[config.mk]
export PLATFORM = sky130hd
export DESIGN_NAME = four_channel_compare_alarm_timer
export DESIGN_NICKNAME = d
export VERILOG_FILES = /design/src/rtl/fcat_pkg.sv /design/src/rtl/fcat_core.sv /design/src/rtl/four_channel_compare_alarm_timer.sv
export SDC_FILE = /design/constraint.sdc
export NUM_CORES = 1
export LEC_CHECK = 0
export BUFFER_PORTS_ARGS = -buffer_cell sky130_fd_sc_hd__buf_2
export CAP_MARGIN = 25
export CELL_PAD_IN_SITES_DETAIL_PLACEMENT = 0
export CELL_PAD_IN_SITES_GLOBAL_PLACEMENT = 2
export CORE_MARGIN = 4
export CORE_UTILIZATION = 43
export CTS_CLUSTER_DIAMETER = 150
export CTS_CLUSTER_SIZE = 8
export DETAILED_ROUTE_END_ITERATION = 12
export GPL_TIMING_DRIVEN = 0
export PLACE_DENSITY_LB_ADDON = 0.1
export SYNTH_ARGS = -nofsm -noshare
export SYNTH_HDL_FRONTEND = slang
export SYNTH_HIERARCHICAL = 1
export SYNTH_SLANG_ARGS = --single-unit
[constraint.sdc]
create_clock -name clk -period 17 [get_ports clk]
set_input_delay 2.55 -clock clk [delete_from_list [all_inputs] [get_ports clk]]
set_output_delay 2.55 -clock clk [all_outputs]
set_load 0.01 [all_outputs]
[src/rtl/fcat_pkg.sv]
// ----------------------------------------------------------------------------
// fcat_pkg
// Shared types and codes for the four channel compare alarm timer.
// ----------------------------------------------------------------------------
package fcat_pkg;

  localparam int unsigned DEF_COUNTER_BITS = 32;
  localparam int unsigned DEF_NUM_CHANNELS = 4;

  localparam int unsigned OP_W        = 3;
  localparam int unsigned CHAN_W      = 3;
  localparam int unsigned VALUE_W     = 32;
  localparam int unsigned COUNT_OUT_W = 32;
  localparam int unsigned FCH_W       = 2;
  localparam int unsigned PRESCALE_W  = 16;
  localparam int unsigned CFG_IDX_W   = 2;
  localparam int unsigned CFG_DATA_W  = 16;

  localparam logic [OP_W-1:0] OP_TICK    = 3'd0;
  localparam logic [OP_W-1:0] OP_ARM_ABS = 3'd1;
  localparam logic [OP_W-1:0] OP_ARM_REL = 3'd2;
  localparam logic [OP_W-1:0] OP_DISARM  = 3'd3;
  localparam logic [OP_W-1:0] OP_READ    = 3'd4;

  localparam logic [CFG_IDX_W-1:0] CFG_PRESCALER  = 2'd0;
  localparam logic [CFG_IDX_W-1:0] CFG_COUNTER_EN = 2'd1;
  localparam logic [CFG_IDX_W-1:0] CFG_ALARM_EN   = 2'd2;

  typedef struct packed {
    logic [OP_W-1:0]    op;
    logic [CHAN_W-1:0]  channel;
    logic [VALUE_W-1:0] value;
  } fcat_item_t;

  typedef struct packed {
    logic [COUNT_OUT_W-1:0] counter_value;
    logic                   fired;
    logic [FCH_W-1:0]       fired_channel;
    logic                   error;
  } fcat_result_t;

  typedef struct packed {
    logic [PRESCALE_W-1:0] prescaler;
    logic                  counter_enable;
    logic                  alarm_irq_enable;
  } fcat_cfg_t;

endpackage

[src/rtl/fcat_core.sv]
// ----------------------------------------------------------------------------
// fcat_core
// Timer state and the per-item update: prescaler, main counter, compare
// channels and lowest-first alarm dispatch.
// ----------------------------------------------------------------------------
module fcat_core #(
  parameter int unsigned COUNTER_BITS = fcat_pkg::DEF_COUNTER_BITS,
  parameter int unsigned NUM_CHANNELS = fcat_pkg::DEF_NUM_CHANNELS
) (
  input  logic                 clk,
  input  logic                 rst_n,
  input  logic                 item_valid,
  input  fcat_pkg::fcat_item_t item,
  input  fcat_pkg::fcat_cfg_t  cfg,
  output fcat_pkg::fcat_result_t res
);
  import fcat_pkg::*;

  logic [PRESCALE_W-1:0]   presc_cnt_r, presc_cnt_nxt;
  logic [COUNTER_BITS-1:0] main_cnt_r, main_cnt_nxt;
  logic [COUNTER_BITS-1:0] cmp_word_r [NUM_CHANNELS];
  logic [COUNTER_BITS-1:0] cmp_word_nxt [NUM_CHANNELS];
  logic [NUM_CHANNELS-1:0] flag_r, flag_nxt;
  logic [NUM_CHANNELS-1:0] armed_r, armed_nxt;

  logic                    is_tick, is_arm, is_disarm, chan_ok;
  logic                    step;
  logic [COUNTER_BITS-1:0] main_inc;
  logic [COUNTER_BITS-1:0] arm_time;
  logic                    found;
  logic [FCH_W-1:0]        fch;

  always_comb begin
    is_tick   = 1'b0;
    is_arm    = 1'b0;
    is_disarm = 1'b0;
    unique case (item.op)
      OP_TICK:    is_tick = 1'b1;
      OP_ARM_ABS,
      OP_ARM_REL: is_arm = 1'b1;
      OP_DISARM:  is_disarm = 1'b1;
      default:    ;
    endcase
  end

  assign chan_ok  = 32'(item.channel) < NUM_CHANNELS;
  assign step     = is_tick && cfg.counter_enable && (presc_cnt_r >= cfg.prescaler);
  assign main_inc = main_cnt_r + COUNTER_BITS'(1);
  // relative arm lands at now + timeout - 1
  assign arm_time = (item.op == OP_ARM_REL) ?
                    main_cnt_r + item.value[COUNTER_BITS-1:0] - COUNTER_BITS'(1) :
                    item.value[COUNTER_BITS-1:0];

  always_comb begin
    presc_cnt_nxt = presc_cnt_r;
    main_cnt_nxt  = main_cnt_r;
    if (is_tick && cfg.counter_enable) begin
      if (step) begin
        presc_cnt_nxt = '0;
        main_cnt_nxt  = main_inc;
      end else begin
        presc_cnt_nxt = presc_cnt_r + PRESCALE_W'(1);
      end
    end
  end

  always_comb begin
    found = 1'b0;
    fch   = '0;
    for (int ch = 0; ch < NUM_CHANNELS; ch++) begin
      cmp_word_nxt[ch] = cmp_word_r[ch];
      flag_nxt[ch]     = flag_r[ch];
      armed_nxt[ch]    = armed_r[ch];
      if (step && armed_r[ch] && (cmp_word_r[ch] == main_inc)) begin
        flag_nxt[ch] = 1'b1;
      end
      if (item.channel == CHAN_W'(ch)) begin
        if (is_arm) begin
          cmp_word_nxt[ch] = arm_time;
          flag_nxt[ch]     = 1'b0;
          armed_nxt[ch]    = 1'b1;
        end else if (is_disarm) begin
          armed_nxt[ch] = 1'b0;
        end
      end
    end
    // lowest pending channel goes first
    if (cfg.alarm_irq_enable) begin
      for (int ch = 0; ch < NUM_CHANNELS; ch++) begin
        if (!found && flag_nxt[ch] && armed_nxt[ch]) begin
          found         = 1'b1;
          fch           = FCH_W'(ch);
          flag_nxt[ch]  = 1'b0;
          armed_nxt[ch] = 1'b0;
        end
      end
    end
  end

  assign res.counter_value = COUNT_OUT_W'(main_cnt_nxt);
  assign res.fired         = found;
  assign res.fired_channel = fch;
  assign res.error         = (is_arm || is_disarm) && !chan_ok;

  always_ff @(posedge clk) begin
    if (!rst_n) begin
      presc_cnt_r <= '0;
      main_cnt_r  <= '0;
      flag_r      <= '0;
      armed_r     <= '0;
      for (int ch = 0; ch < NUM_CHANNELS; ch++) begin
        cmp_word_r[ch] <= '0;
      end
    end else if (item_valid) begin
      presc_cnt_r <= presc_cnt_nxt;
      main_cnt_r  <= main_cnt_nxt;
      flag_r      <= flag_nxt;
      armed_r     <= armed_nxt;
      for (int ch = 0; ch < NUM_CHANNELS; ch++) begin
        cmp_word_r[ch] <= cmp_word_nxt[ch];
      end
    end
  end

  a_fire_needs_enable: assert property (@(posedge clk) disable iff (!rst_n)
    item_valid && res.fired |-> cfg.alarm_irq_enable)
    else $error("alarm dispatched while dispatch disabled");

  a_error_only_on_channel_ops: assert property (@(posedge clk) disable iff (!rst_n)
    item_valid && res.error |->
      (item.op == OP_ARM_ABS || item.op == OP_ARM_REL || item.op == OP_DISARM))
    else $error("error flagged on an op without a channel");

  a_count_holds_off_tick: assert property (@(posedge clk) disable iff (!rst_n)
    item_valid && item.op != OP_TICK |=> $stable(main_cnt_r))
    else $error("main counter moved on a non-tick item");

  a_fast_tick_steps: assert property (@(posedge clk) disable iff (!rst_n)
    item_valid && item.op == OP_TICK && cfg.counter_enable && cfg.prescaler == '0
    |=> main_cnt_r != $past(main_cnt_r))
    else $error("tick with prescaler zero did not step counter");

endmodule

[src/rtl/four_channel_compare_alarm_timer.sv]
// ----------------------------------------------------------------------------
// four_channel_compare_alarm_timer
// Prescaled up-counter with one-shot compare alarms, item in / result out.
// ----------------------------------------------------------------------------
// Usage:
//   in_*  channel: one item per handshake (tick, arm absolute, arm relative,
//         disarm, read). Every item gives exactly one result on out_*.
//   cfg_* channel: register writes (0 prescaler, 1 counter enable, 2 alarm
//         dispatch enable), always ready; write only while the timer is idle.
//   An accepted item waits in the input register; the core processes it as it
//   moves into the result register, which then holds its result.
//   Throughput: one item per cycle while out_ready is high; the counter,
//   compare words and dispatch logic between the input register and the
//   result register are combinational.
//   Stall: while a valid result sees out_ready low the result register holds;
//   one further item waits in the input register and in_ready then drops.
//   Reset: rst_n low clears counters, compare words, flags, arming, the
//   configuration registers and both valid bits.
// ----------------------------------------------------------------------------
module four_channel_compare_alarm_timer #(
  parameter int unsigned COUNTER_BITS = fcat_pkg::DEF_COUNTER_BITS,
  parameter int unsigned NUM_CHANNELS = fcat_pkg::DEF_NUM_CHANNELS
) (
  input  logic                              clk,
  input  logic                              rst_n,
  input  logic                              in_valid,
  output logic                              in_ready,
  input  logic [fcat_pkg::OP_W-1:0]         in_op,
  input  logic [fcat_pkg::CHAN_W-1:0]       in_channel,
  input  logic [fcat_pkg::VALUE_W-1:0]      in_value,
  output logic                              out_valid,
  input  logic                              out_ready,
  output logic [fcat_pkg::COUNT_OUT_W-1:0]  out_counter_value,
  output logic                              out_fired,
  output logic [fcat_pkg::FCH_W-1:0]        out_fired_channel,
  output logic                              out_error,
  input  logic                              cfg_valid,
  output logic                              cfg_ready,
  input  logic [fcat_pkg::CFG_IDX_W-1:0]    cfg_index,
  input  logic [fcat_pkg::CFG_DATA_W-1:0]   cfg_wdata
);
  import fcat_pkg::*;

  fcat_item_t   in_item_r;
  logic         in_valid_r;
  fcat_result_t res, out_res_r;
  logic         out_valid_r;
  fcat_cfg_t    cfg_r;
  logic         advance;

  assign advance   = in_valid_r && (!out_valid_r || out_ready);
  assign in_ready  = !in_valid_r || advance;
  assign cfg_ready = 1'b1;

  always_ff @(posedge clk) begin
    if (!rst_n) begin
      in_valid_r <= 1'b0;
    end else if (in_ready) begin
      in_valid_r <= in_valid;
    end
  end

  always_ff @(posedge clk) begin
    if (in_ready && in_valid) begin
      in_item_r.op      <= in_op;
      in_item_r.channel <= in_channel;
      in_item_r.value   <= in_value;
    end
  end

  always_ff @(posedge clk) begin
    if (!rst_n) begin
      cfg_r <= '0;
    end else if (cfg_valid) begin
      unique case (cfg_index)
        CFG_PRESCALER:  cfg_r.prescaler        <= cfg_wdata;
        CFG_COUNTER_EN: cfg_r.counter_enable   <= cfg_wdata[0];
        CFG_ALARM_EN:   cfg_r.alarm_irq_enable <= cfg_wdata[0];
        default:        ;
      endcase
    end
  end

  fcat_core #(
    .COUNTER_BITS(COUNTER_BITS),
    .NUM_CHANNELS(NUM_CHANNELS)
  ) u_core (
    .clk       (clk),
    .rst_n     (rst_n),
    .item_valid(advance),
    .item      (in_item_r),
    .cfg       (cfg_r),
    .res       (res)
  );

  always_ff @(posedge clk) begin
    if (!rst_n) begin
      out_valid_r <= 1'b0;
    end else if (advance) begin
      out_valid_r <= 1'b1;
    end else if (out_ready) begin
      out_valid_r <= 1'b0;
    end
  end

  always_ff @(posedge clk) begin
    if (advance) begin
      out_res_r <= res;
    end
  end

  assign out_valid         = out_valid_r;
  assign out_counter_value = out_res_r.counter_value;
  assign out_fired         = out_res_r.fired;
  assign out_fired_channel = out_res_r.fired_channel;
  assign out_error         = out_res_r.error;

endmodule
After elaboration in Yosys (flattened, before gate mapping)
Memories as Yosys holds them, arrays and structs flattened.
Cells that the tools add are included.
Word-level totals
  register bits after elaboration: 150
  RAM bits: 128
  bits of input ports: 61
  word-level logic and storage cells: 146
  memories kept: 1
Operators by class
  add/subtract/negate cells: 4
  $lt $le $gt $ge: 2
  equality and inequality tests: 12
  muxes and demuxes: 69
  bitwise gates (word level): 4
  reductions and logical operators: 38
Memories
  u_core.cmp_word_r: words 4, width 32, rd ports 4, clocked after memory_dff 0, write ports 4, RTL line fcat_core.sv:21  | logic [COUNTER_BITS-1:0] cmp_word_r [NUM_CHANNELS];
Operator list (count)
  32-bit 2-to-1 mux: 15
  32-bit equality test: 4
  1-bit 2-to-1 mux: 49
  32-bit by 1-bit adder with 32-bit output, second input constant: 1
  32-bit adder: 1
  32-bit by 1-bit subtractor with 32-bit output, second input constant: 1
  1-bit logical AND: 20
  16-bit by 1-bit adder with 16-bit output, second input constant: 1
  16-bit greater-or-equal comparator: 1
  16-bit 2-to-1 mux: 1
  3-bit by 2-bit equality test with 1-bit output, second input constant: 4
  4-bit 2-to-1 mux: 2
  2-bit AND reduction: 4
  3-bit by 1-bit equality test with 1-bit output, second input constant: 2
  1-bit zero test: 6
  3-bit zero test: 2
  2-bit 2-to-1 mux: 2
  1-bit OR: 4
  1-bit logical OR: 3
  3-bit < comparator, second input constant: 1
  2-bit by 1-bit equality test with 1-bit output, second input constant: 1
  2-bit equality test, second input constant: 1
  2-bit zero test: 1
  2-bit nonzero test: 1
  2-bit OR reduction: 1

Logic depth before layout (Yosys ltp)
Gate-level depths: netlist (run 1).
  depth after elaboration: 27
  gate-level depth with buffers: 16
  mapped depth without buffers: 15

Modules after synthesis
Netlist (run 1), hierarchy kept.
Modules (own cells, without submodules)
  fcat_core: instances 1, cells an instance 1556, area an instance 13942.1 sq um
  four_channel_compare_alarm_timer: instances 1, cells an instance 164, area an instance 3064.2 sq um

Least setup slack after synthesis (run 1)
No wires, ideal clock.
  kind: input to register
  start point: input out_ready
  end point: memory u_core/cmp_word_r[1][0] (netlist name), enable pin
  arrival: 7326 ps
  setup slack: 9208 ps
  cell stages on the path: 5
  path buffers: 1
  cells stage by stage: nor2b_1 -> nor2b_1 -> inv_1 -> clkbuf_1 -> o21ai_0
RTL lines
  start: declaration: RTL line four_channel_compare_alarm_timer.sv:32  | input logic out_ready,
  end: declaration: RTL line fcat_core.sv:21

==> results of run 1 <==
==> Yosys cell counts, types with 12 or more instances <==
cell / n / area share (%)
sky130_fd_sc_hd__a211oi_1: 14 / 0.62
sky130_fd_sc_hd__a21o_1: 18 / 0.79
sky130_fd_sc_hd__a21oi_1: 92 / 2.7
sky130_fd_sc_hd__a31oi_1: 21 / 0.77
sky130_fd_sc_hd__and3_1: 13 / 0.48
sky130_fd_sc_hd__and4_1: 12 / 0.62
sky130_fd_sc_hd__buf_2: 24 / 0.71
sky130_fd_sc_hd__clkbuf_1: 44 / 0.97
sky130_fd_sc_hd__dfxtp_1: 76 / 8.9
sky130_fd_sc_hd__edfxtp_1: 202 / 36
sky130_fd_sc_hd__ha_1: 79 / 5.8
sky130_fd_sc_hd__inv_1: 157 / 3.5
sky130_fd_sc_hd__mux2i_1: 23 / 1.4
sky130_fd_sc_hd__nand2_1: 157 / 3.5
sky130_fd_sc_hd__nand3_1: 40 / 1.2
sky130_fd_sc_hd__nand4_1: 40 / 1.5
sky130_fd_sc_hd__nor2_1: 130 / 2.9
sky130_fd_sc_hd__nor2b_1: 12 / 0.44
sky130_fd_sc_hd__nor3_1: 36 / 1.1
sky130_fd_sc_hd__nor4_1: 20 / 0.74
sky130_fd_sc_hd__o21ai_0: 56 / 1.6
sky130_fd_sc_hd__xnor2_1: 148 / 7.6
sky130_fd_sc_hd__xnor3_1: 15 / 2.0
sky130_fd_sc_hd__xor2_1: 57 / 2.9
==> stage by stage <==
step / hold slack, ns / power, mW / cell area, um^2 / std cells / util (%)
2_1_floorplan: 0.4337 / 0.8962 / 17010 / 1720 / -
3_3_place_gp: 0.4467 / 0.9616 / 18140 / 2336 / 46.62
3_5_place_dp: 0.4511 / 0.9660 / 18400 / 2350 / 47.27
4_1_cts: 0.4618 / 1.721 / 19550 / 2421 / 50.22
5_1_grt: 0.4773 / 1.771 / 19550 / 2421 / 50.22
6_report: 0.4569 / 1.706 / 19550 / 2422 / 50.23
==> layer usage <==
metal | part of all wire (%) | track usage [%]
met1 | 44 | 39.52
met2 | 46 | 46.07
met3 | 7.4 | 5.202
met4 | 2.0 | 5.925
met5 | 0 | 0
==> power groups by stage <==
stage,Clock (mW),Sequential [mW],Combinational (mW)
after global placement,0,0.790,0.171
after CTS,0.767,0.774,0.180
after floorplan,0,0.785,0.111
after detailed placement,0,0.787,0.179
final,0.751,0.774,0.180
after global routing,0.798,0.776,0.197
==> worst register-to-register path, delay by kind of cell (launching register included) <==
| family | cells | cell delay (ns) |
|---|---|---|
| AOI/OAI and AO/OA | 7 | 2.62 |
| adders and majority gates | 2 | 0.68 |
| buffers and inverters | 3 | 0.81 |
| DFF | 1 | 0.49 |
| and+or+nand+nor | 2 | 0.55 |
==> layout by cell type, fill, tap and decap left out, types with 7 or more instances in the layout <==
master / Yosys / layout
sky130_fd_sc_hd__a31oi_1: 21 / 21
sky130_fd_sc_hd__a211oi_1: 14 / 14
sky130_fd_sc_hd__o2111ai_1: 9 / 9
sky130_fd_sc_hd__o21bai_1: 10 / 10
sky130_fd_sc_hd__xnor3_1: 15 / 15
sky130_fd_sc_hd__or4_1: 9 / 9
sky130_fd_sc_hd__xor2_1: 57 / 57
sky130_fd_sc_hd__buf_2: 24 / 126
sky130_fd_sc_hd__nor2b_1: 12 / 11
sky130_fd_sc_hd__a21o_1: 18 / 18
sky130_fd_sc_hd__a21oi_1: 92 / 91
sky130_fd_sc_hd__clkbuf_16: 0 / 41
sky130_fd_sc_hd__ha_1: 79 / 79
sky130_fd_sc_hd__and3_1: 13 / 13
sky130_fd_sc_hd__o311ai_0: 10 / 9
sky130_fd_sc_hd__o21a_1: 7 / 7
sky130_fd_sc_hd__nand3b_1: 10 / 10
sky130_fd_sc_hd__clkbuf_1: 44 / 73
sky130_fd_sc_hd__dfxtp_1: 76 / 76
sky130_fd_sc_hd__edfxtp_1: 202 / 202
sky130_fd_sc_hd__mux2i_1: 23 / 23
sky130_fd_sc_hd__inv_1: 157 / 157
sky130_fd_sc_hd__nand4_1: 40 / 40
sky130_fd_sc_hd__a2111oi_0: 7 / 7
sky130_fd_sc_hd__nand2_1: 157 / 156
sky130_fd_sc_hd__o211ai_1: 8 / 8
sky130_fd_sc_hd__and2_1: 10 / 10
sky130_fd_sc_hd__and4_1: 12 / 12
sky130_fd_sc_hd__buf_4: 10 / 11
sky130_fd_sc_hd__nand3_1: 40 / 40
sky130_fd_sc_hd__nor3_1: 36 / 36
sky130_fd_sc_hd__nor4_1: 20 / 20
sky130_fd_sc_hd__xnor2_1: 148 / 148
sky130_fd_sc_hd__or3_1: 10 / 10
sky130_fd_sc_hd__nor2_1: 130 / 130
sky130_fd_sc_hd__o21ai_0: 56 / 53
sky130_fd_sc_hd__o31ai_1: 8 / 8
sky130_fd_sc_hd__nand2b_1: 8 / 8
==> layout make-up <==
type	instances	area [um^2]	area share, %
inverters	162	608.1	3.111
clock buffers	71	1149	5.876
well taps	518	648.1	3.316
plain buffers	83	410.4	2.099
flip-flops and latches	278	7587	38.81
multi-input cells	1197	8456	43.26
repair buffers	112	686.9	3.514
diodes	1	2.502	0.01280
==> how the worst max path moves through the flow <==
stage	slack, ns	endpoint	cells past startpoint
3_3_place_gp	4.16	u_core/cmp_word_r[1][17]	6
6_report	10.84	u_core/cmp_word_r[1][10]	9
3_5_place_dp	10.34	u_core/cmp_word_r[2][10]	9
4_1_cts	10.88	u_core/cmp_word_r[1][10]	9
5_1_grt	10.69	u_core/cmp_word_r[1][10]	9
2_1_floorplan	9.21	u_core/cmp_word_r[1][0]	5
==> cells by family after synthesis <==
group | count (synthesis) | synth area share, %
AOI/OAI and AO/OA | 320 | 12.49
xor gates and xnor gates | 221 | 12.64
adders and majority gates | 80 | 5.930
buffers and inverters | 245 | 5.989
DFF | 278 | 44.61
muxes | 26 | 1.552
other | 1 | 0.02205
and+or+nand+nor | 549 | 16.76
==> flip-flops by register name, summed over array words and instances (netlist names) <==
signal,count
out_error,1
in_item_r,38
cfg_r,18
u_core/presc_cnt_r,16
out_valid,1
u_core/cmp_word_r,128
u_core/main_cnt_r,32
out_counter_value,32
in_valid_r,1
u_core/armed_r,4
u_core/flag_r,4
out_fired_channel,2
out_fired,1
==> flow_summary.html, run 1 <==
<table>
<tr><th>Metric</th><th>Value</th></tr>
<tr><th colspan="2">Setup path</th></tr>
<tr><td>CP arrival</td><td>about 6.4 ns</td></tr>
<tr><td>Library cell contributing the largest single delay on the critical path</td><td>sky130_fd_sc_hd__a211oi_1</td></tr>
<tr><td>Most frequent cell on the critical path</td><td>sky130_fd_sc_hd__clkbuf_1</td></tr>
<tr><td>Sequence of cells on the critical path</td><td>buf_2, nor2b_1, nor2b_4, buf_12, clkbuf_1, nand2_1, clkbuf_1, clkbuf_1, a211oi_1</td></tr>
<tr><td>CP Launch Point</td><td>out_ready</td></tr>
<tr><td>Worst r2r src</td><td>u_core/main_cnt_r[4]</td></tr>
<tr><td>CP max FO</td><td>25</td></tr>
<tr><td>Sort of element at the start of the critical path</td><td>input port</td></tr>
<tr><td>Setup slack, reg-to-reg</td><td>around 12 ns</td></tr>
<tr><td>Required arrival time at the worst endpoint</td><td>~17 ns</td></tr>
<tr><td>Worst setup path category</td><td>input port to flip-flop</td></tr>
<tr><td>Cell type group with the largest total delay on the critical path</td><td>buffers and inverters</td></tr>
<tr><td>Crit-path max cell delay</td><td>0.86 ns</td></tr>
<tr><td>End of the worst register-to-register path</td><td>u_core/cmp_word_r[2][27]</td></tr>
<tr><td>Depth of the worst register-to-register path</td><td>14</td></tr>
<tr><td>Number of buffer and inverter instances along the worst setup path</td><td>5</td></tr>
<tr><td>Nature of the critical path endpoint</td><td>flip-flop</td></tr>
<tr><th colspan="2">Power</th></tr>
<tr><td>Power spent charging and discharging nets</td><td>around 0.43 mW</td></tr>
<tr><td>Combinational share of power</td><td>between 10% and 20%</td></tr>
<tr><td>Sequential cell fraction of total power</td><td>~45%</td></tr>
<tr><td>Pwr per Cell Area</td><td>87.26 nW/um^2</td></tr>
<tr><td>Leakage component of the power</td><td>between 7 and 8 nW</td></tr>
<tr><td>Clock Power Share</td><td>roughly 44%</td></tr>
<tr><td>Worst vdd rail ir drop</td><td>a little under 60 uV</td></tr>
<tr><td>Internal power</td><td>about 1.3 mW</td></tr>
<tr><td>Switching Fraction</td><td>25.09%</td></tr>
<tr><th colspan="2">Placement</th></tr>
<tr><td>Worst-case setup slack after placement</td><td>10.34 ns</td></tr>
<tr><td>Count of buffers from port buffering</td><td>98</td></tr>
<tr><td>Final HPWL from detailed placement</td><td>between 40 and 50 mm</td></tr>
<tr><td>RD Place Congestion</td><td>around 0.95</td></tr>
<tr><th colspan="2">Clock tree</th></tr>
<tr><td>Gates resized, CTS repair</td><td>0</td></tr>
<tr><td>Root buffer selected by CTS</td><td>sky130_fd_sc_hd__clkbuf_16</td></tr>
<tr><td>Max clock buf depth</td><td>3</td></tr>
<tr><td>Clock insertion delay at the later pin of the skew report</td><td>around 0.56 ns</td></tr>
<tr><td>Number of levels the H-tree was split into</td><td>2</td></tr>
<tr><td>Hold_buf cts</td><td>0</td></tr>
<tr><td>Total clock sinks</td><td>about 280</td></tr>
<tr><td>Clock tree from TritonCTS</td><td>built</td></tr>
<tr><td>Total clock buffers created by CTS</td><td>40</td></tr>
<tr><td>Post-CTS Setup Inserts</td><td>0</td></tr>
<tr><td>Clock transition at the register clock pins on the worst setup and hold paths after CTS</td><td>about 0.05 ns</td></tr>
<tr><th colspan="2">Final layout</th></tr>
<tr><td>Synth-to-layout area growth</td><td>14.94%</td></tr>
<tr><td>Share of layout cells above drive strength 1</td><td>between 10 and 15%</td></tr>
<tr><td>Fill cell instance count of the final layout</td><td>about 3700</td></tr>
<tr><td>Number of nets in the finished design</td><td>2015</td></tr>
<tr><th colspan="2">Global routing</th></tr>
<tr><td>Global-route wire length before repair</td><td>87.51 mm</td></tr>
<tr><td>Residual overflow from global routing</td><td>0</td></tr>
<tr><td>Initial antenna violation count</td><td>1</td></tr>
<tr><td>Vias in the first global route</td><td>about 13000</td></tr>
<tr><td>All-layer global routing usage</td><td>roughly 28%</td></tr>
<tr><td>Largest net degree at the start of global routing</td><td>27</td></tr>
<tr><th colspan="2">STA</th></tr>
<tr><td>Final count of hold timing violations</td><td>0</td></tr>
<tr><td>Fin worst setup slack</td><td>10.84 ns</td></tr>
<tr><td>Setup_tns</td><td>0 ns</td></tr>
<tr><td>Maximum clock frequency</td><td>approximately 0.16 GHz</td></tr>
<tr><td>Final period utilization</td><td>a little over a third</td></tr>
<tr><td>Worst-case headroom to the max-slew limit</td><td>roughly 28%</td></tr>
<tr><td>Max-slew violations</td><td>0</td></tr>
<tr><td>Final count of negative-setup-slack endpoints</td><td>0</td></tr>
<tr><td>Setup repair after global routing missed its margin</td><td>false</td></tr>
<tr><td>Post-Route Skew</td><td>roughly 0.018 ns</td></tr>
<tr><td>Worst slew pin tran</td><td>about 1.1 ns</td></tr>
<tr><td>Minimum clock period</td><td>~6.2 ns</td></tr>
<tr><th colspan="2">Logic synthesis</th></tr>
<tr><td>Total of warnings raised by yosys</td><td>6</td></tr>
<tr><td>Share of flip-flops with an asynchronous set or reset after synthesis</td><td>0%</td></tr>
<tr><td>Synth Flop Type</td><td>sky130_fd_sc_hd__edfxtp_1</td></tr>
<tr><td>Total of flip-flops plus latches after synthesis</td><td>about 280</td></tr>
<tr><td>Post-Synthesis Net Count</td><td>about 1900</td></tr>
<tr><td>EDFF count, synth</td><td>between 200 and 250</td></tr>
<tr><td>Post-synthesis average cell area</td><td>just under 10 um^2</td></tr>
<tr><td>Number of standard cells after synthesis</td><td>around 1700</td></tr>
<tr><td>Netlist area before placement</td><td>approximately 17000 um^2</td></tr>
<tr><td>Sequential fraction of the synthesis area</td><td>44.61%</td></tr>
<tr><td>Unique cell type count in the Yosys netlist</td><td>96</td></tr>
<tr><th colspan="2">Die</th></tr>
<tr><td>Starting density of the core</td><td>43.70%</td></tr>
<tr><td>Core footprint</td><td>slightly below 40000 um^2</td></tr>
<tr><td>Die Area</td><td>42800 um^2</td></tr>
<tr><td>Site Rows</td><td>72</td></tr>
<tr><td>Die H</td><td>roughly 210 um</td></tr>
<tr><td>Num ports</td><td>100</td></tr>
<tr><td>Die boundary width</td><td>between 200 and 250 um</td></tr>
<tr><th colspan="2">Min path</th></tr>
<tr><td>Worst min-delay path endpoint</td><td>cfg_r[12]</td></tr>
<tr><td>Hold Path Class</td><td>flip-flop to flip-flop</td></tr>
<tr><td>Cell count of the worst hold path</td><td>2</td></tr>
<tr><td>Worst hold path startpoint</td><td>cfg_r[12]</td></tr>
<tr><th colspan="2">Job</th></tr>
<tr><td>Max-cap violation count</td><td>0</td></tr>
<tr><th colspan="2">Detailed routing</th></tr>
<tr><td>Routed vias</td><td>between 10000 and 15000</td></tr>
<tr><td>Total DRC errors in the routed layout</td><td>0</td></tr>
<tr><td>Final Routed Wirelength</td><td>60.44 mm</td></tr>
<tr><td>Routed wirelength normalized by instance count</td><td>24.95 um</td></tr>
<tr><td>Antenna-violating nets left</td><td>0</td></tr>
<tr><td>Via-per-instance ratio</td><td>5.659</td></tr>
<tr><td>Count of routing violations after the opening detailed-route iteration</td><td>between 1000 and 1500</td></tr>
<tr><td>First-pass DRT Iterations</td><td>5</td></tr>
<tr><th colspan="2">Status</th></tr>
<tr><td>Result of the run</td><td>finished, final reports clean</td></tr>
</table>
Power figures use the tool's default switching activity.
==> run 2, diff against run 1 <==
CORE_UTILIZATION = 40   (was 43)
clock period = 6.4 ns   (was 17 ns; I/O delays follow)
==> flow_summary.html, run 2 (synthesized netlist as in run 1, its figures left out) <==
<table>
<tr><th>Metric</th><th>Value</th></tr>
<tr><th colspan="2">Placement</th></tr>
<tr><td>Final HPWL from detailed placement</td><td>48.14 mm (was 47.12 mm)</td></tr>
<tr><td>RD Place Congestion</td><td>0.9343 (was 0.9540)</td></tr>
<tr><td>Count of buffers from port buffering</td><td>98 (unchanged)</td></tr>
<tr><td>Number of cells in the design after placement</td><td>2369 (was 2350)</td></tr>
<tr><th colspan="2">STA</th></tr>
<tr><td>Max-slew violations</td><td>0 (unchanged)</td></tr>
<tr><td>Final count of hold timing violations</td><td>0 (unchanged)</td></tr>
<tr><td>Setup_tns</td><td>0 ns (unchanged)</td></tr>
<tr><td>Worst-case headroom to the max-slew limit</td><td>24.95% (was 27.58%)</td></tr>
<tr><td>Worst slew pin tran</td><td>1.126 ns (was 1.082 ns)</td></tr>
<tr><td>Final count of negative-setup-slack endpoints</td><td>0 (unchanged)</td></tr>
<tr><td>Setup repair after global routing missed its margin</td><td>false (unchanged)</td></tr>
<tr><td>Final period utilization</td><td>between 80 and 90%</td></tr>
<tr><td>Maximum clock frequency</td><td>0.1822 GHz</td></tr>
<tr><td>Post-Route Skew</td><td>0.01767 ns (was 0.01812 ns)</td></tr>
<tr><td>Minimum clock period</td><td>5.487 ns</td></tr>
<tr><th colspan="2">Power</th></tr>
<tr><td>Clock Power Share</td><td>44.5% (was 44.0%)</td></tr>
<tr><td>Combinational share of power</td><td>10.5% (was 10.6%)</td></tr>
<tr><td>Pwr per Cell Area</td><td>233.3 nW/um^2 (was 87.26 nW/um^2)</td></tr>
<tr><td>Internal power</td><td>3.421 mW (was 1.278 mW)</td></tr>
<tr><td>Worst vdd rail ir drop</td><td>143.8 uV (was 57.82 uV)</td></tr>
<tr><td>Leakage component of the power</td><td>7.441 nW (was 7.419 nW)</td></tr>
<tr><td>Switching Fraction</td><td>25.31% (was 25.09%)</td></tr>
<tr><td>Power spent charging and discharging nets</td><td>1.159 mW (was 0.4280 mW)</td></tr>
<tr><td>Sequential cell fraction of total power</td><td>44.9% (was 45.4%)</td></tr>
<tr><th colspan="2">Die</th></tr>
<tr><td>Starting density of the core</td><td>40.54% (was 43.70%)</td></tr>
<tr><td>Die H</td><td>214.2 um (was 206.9 um)</td></tr>
<tr><td>Num ports</td><td>100 (unchanged)</td></tr>
<tr><td>Die boundary width</td><td>214.2 um (was 206.9 um)</td></tr>
<tr><td>Site Rows</td><td>75 (was 72)</td></tr>
<tr><td>Die Area</td><td>45880 um^2 (was 42800 um^2)</td></tr>
<tr><td>Core footprint</td><td>41950 um^2 (was 38920 um^2)</td></tr>
<tr><th colspan="2">Final layout</th></tr>
<tr><td>Number of flip-flops in the largest register</td><td>128 (unchanged)</td></tr>
<tr><td>Fill cell instance count of the final layout</td><td>4064 (was 3719)</td></tr>
<tr><td>Synth-to-layout area growth</td><td>15.42% (was 14.94%)</td></tr>
<tr><td>Area taken by multi-input logic gates</td><td>8457 um^2 (was 8456 um^2)</td></tr>
<tr><td>Top Registers</td><td>u_core/cmp_word_r (128), in_item_r (38) (unchanged)</td></tr>
<tr><td>Share of layout cells above drive strength 1</td><td>12.30% (was 12.19%)</td></tr>
<tr><td>Diode count</td><td>0 (was 1)</td></tr>
<tr><td>Final cell count without fillers</td><td>2442 (was 2422)</td></tr>
<tr><td>Highest-count cells in the layout ignoring fill and taps</td><td>202 x sky130_fd_sc_hd__edfxtp_1, 157 x sky130_fd_sc_hd__inv_1, 156 x sky130_fd_sc_hd__nand2_1 (unchanged)</td></tr>
<tr><td>Commonest non-fill, non-tap cell in the layout</td><td>sky130_fd_sc_hd__edfxtp_1 (unchanged)</td></tr>
<tr><td>Reg with most FFs</td><td>u_core/cmp_word_r (unchanged)</td></tr>
<tr><td>Number of nets in the finished design</td><td>2015 (unchanged)</td></tr>
<tr><td>Flip-flop and latch area</td><td>7587 um^2 (unchanged)</td></tr>
<tr><th colspan="2">Setup path</th></tr>
<tr><td>Sort of element at the start of the critical path</td><td>flip-flop (was input port)</td></tr>
<tr><td>Crit-path max cell delay</td><td>0.79 ns (was 0.86 ns)</td></tr>
<tr><td>Library cell contributing the largest single delay on the critical path</td><td>sky130_fd_sc_hd__a41oi_1 (was sky130_fd_sc_hd__a211oi_1)</td></tr>
<tr><td>Worst setup path category</td><td>flip-flop to flip-flop (was input port to flip-flop)</td></tr>
<tr><td>Nature of the critical path endpoint</td><td>flip-flop (unchanged)</td></tr>
<tr><td>Setup slack, reg-to-reg</td><td>0.91 ns (was 11.54 ns)</td></tr>
<tr><td>Required arrival time at the worst endpoint</td><td>6.62 ns (was 17.22 ns)</td></tr>
<tr><td>Depth of the worst register-to-register path</td><td>14 (unchanged)</td></tr>
<tr><td>End of the worst register-to-register path</td><td>u_core/cmp_word_r[2][27] (unchanged)</td></tr>
<tr><td>Worst r2r src</td><td>u_core/main_cnt_r[4] (unchanged)</td></tr>
<tr><td>CP arrival</td><td>5.71 ns (was 6.38 ns)</td></tr>
<tr><td>CP max FO</td><td>10 (was 25)</td></tr>
<tr><td>Sequence of cells on the critical path</td><td>clkbuf_1, inv_1, ha_1, inv_1, ha_1, a21oi_1, o21ai_0, a311o_1, a31oi_1, o211ai_1, a41oi_1, nor2_1, or3_1, o311ai_0 (was buf_2, nor2b_1, nor2b_4, buf_12, clkbuf_1, nand2_1, clkbuf_1, clkbuf_1, a211oi_1)</td></tr>
<tr><th colspan="2">Detailed routing</th></tr>
<tr><td>Routed wirelength normalized by instance count</td><td>24.96 um (was 24.95 um)</td></tr>
<tr><td>Routed vias</td><td>13650 (was 13710)</td></tr>
<tr><td>Total DRC errors in the routed layout</td><td>0 (unchanged)</td></tr>
<tr><td>Final Routed Wirelength</td><td>60.96 mm (was 60.44 mm)</td></tr>
<tr><td>Count of routing violations after the opening detailed-route iteration</td><td>1185 (was 1242)</td></tr>
<tr><td>Antenna-violating nets left</td><td>0 (unchanged)</td></tr>
<tr><td>Via-per-instance ratio</td><td>5.588 (was 5.659)</td></tr>
<tr><td>First-pass DRT Iterations</td><td>6 (was 5)</td></tr>
<tr><th colspan="2">Global routing</th></tr>
<tr><td>Largest net degree at the start of global routing</td><td>26 (was 27)</td></tr>
<tr><td>Global-route wire length before repair</td><td>89.09 mm (was 87.51 mm)</td></tr>
<tr><td>All-layer global routing usage</td><td>25.99% (was 28.19%)</td></tr>
<tr><td>Vias in the first global route</td><td>13430 (was 13130)</td></tr>
<tr><td>Initial antenna violation count</td><td>1 (unchanged)</td></tr>
<tr><td>Residual overflow from global routing</td><td>0 (unchanged)</td></tr>
<tr><th colspan="2">Clock tree</th></tr>
<tr><td>Max clock buf depth</td><td>3 (unchanged)</td></tr>
<tr><td>Hold_buf cts</td><td>0 (unchanged)</td></tr>
<tr><td>Root buffer selected by CTS</td><td>sky130_fd_sc_hd__clkbuf_16 (unchanged)</td></tr>
<tr><td>Gates resized, CTS repair</td><td>0 (unchanged)</td></tr>
<tr><td>Post-CTS Setup Inserts</td><td>0 (unchanged)</td></tr>
<tr><td>Total clock buffers created by CTS</td><td>40 (unchanged)</td></tr>
<tr><td>Total clock sinks</td><td>278 (unchanged)</td></tr>
<tr><td>Clock insertion delay at the later pin of the skew report</td><td>0.56 ns (about the same)</td></tr>
<tr><td>Number of levels the H-tree was split into</td><td>2 (unchanged)</td></tr>
<tr><td>Clock tree from TritonCTS</td><td>built (unchanged)</td></tr>
<tr><td>Clock transition at the register clock pins on the worst setup and hold paths after CTS</td><td>0.06 ns (was 0.05 ns)</td></tr>
<tr><th colspan="2">Min path</th></tr>
<tr><td>Cell count of the worst hold path</td><td>2 (unchanged)</td></tr>
<tr><td>Hold Path Class</td><td>flip-flop to flip-flop (unchanged)</td></tr>
<tr><td>Worst hold path startpoint</td><td>cfg_r[4] (was cfg_r[12])</td></tr>
<tr><td>Worst min-delay path endpoint</td><td>cfg_r[4] (was cfg_r[12])</td></tr>
<tr><th colspan="2">Job</th></tr>
<tr><td>Max-cap violation count</td><td>0 (unchanged)</td></tr>
<tr><th colspan="2">Status</th></tr>
<tr><td>Result of the run</td><td>finished, final reports clean (unchanged)</td></tr>
</table>
-- run 2: changes by cell type in the layout (fill, tap and decap cells not counted), moves of 2 or more --
cell                       delta
sky130_fd_sc_hd__buf_2        -2
sky130_fd_sc_hd__buf_16       +2
sky130_fd_sc_hd__buf_4        +2
sky130_fd_sc_hd__clkbuf_1     -2
sky130_fd_sc_hd__buf_12       -2
-- run 2: how the worst max path moves through the flow --
stage,start,to,depth (start not counted)
after floorplan,out_ready,u_core/cmp_word_r[1][0],5
after global placement,out_ready,u_core/cmp_word_r[1][24],6
after detailed placement,u_core/main_cnt_r[4],u_core/cmp_word_r[2][27],14
after CTS,u_core/main_cnt_r[4],u_core/cmp_word_r[2][27],14
after global routing,u_core/main_cnt_r[4],u_core/cmp_word_r[2][27],14
final,u_core/main_cnt_r[4],u_core/cmp_word_r[2][27],14
-- run 2: layout make-up --
type | instances | share of cell area [%]
multi-input combinational | 1197 | 43.08
inverter | 162 | 3.098
clock buffer | 70 | 5.941
sequential | 278 | 38.65
buffer | 83 | 2.091
clock inverter | 1 | 0.08287
tap | 539 | 3.436
timing repair buffer | 112 | 3.614
-- run 2: worst max-delay path, delay by kind of cell (launching register included) --
kind            cells  cell delay [ns]
compound gates      7             2.69
flops               1             0.51
simple gates        2             0.53
fa+ha+maj           2             0.67
buf+inv             3             0.74
-- run 2: layer usage --
layer,track usage [%],share of wire [%],routed length [um]
met1,36.11,45,27140
met2,41.75,46,27840
met3,5.201,7.4,4513
met4,6.959,2.4,1446
met5,0,0.021,13
-- run 2: per-stage QoR --
stage                     util, %  worst slack (ns)  hold slack, ns  area [um^2]  power (mW)
after detailed placement    43.93             1.155          0.4497        18430       2.572
final                       46.79            0.9130          0.4576        19630       4.579
after global routing        46.79            0.7083          0.4731        19630       4.755
after CTS                   46.75             1.126          0.4606        19610       4.627
after global placement      43.32            -4.945          0.4458        18170       2.559
after floorplan                 -            0.1984          0.4337        17010       2.380
-- run 2: power by group through the flow --
stage	clock [mW]	sequential (mW)	combinational [mW]
CTS	2.09	2.06	0.481
floorplan	0	2.08	0.296
global route	2.17	2.06	0.527
detailed placement	0	2.09	0.479
finish	2.04	2.06	0.482
global placement	0	2.10	0.458
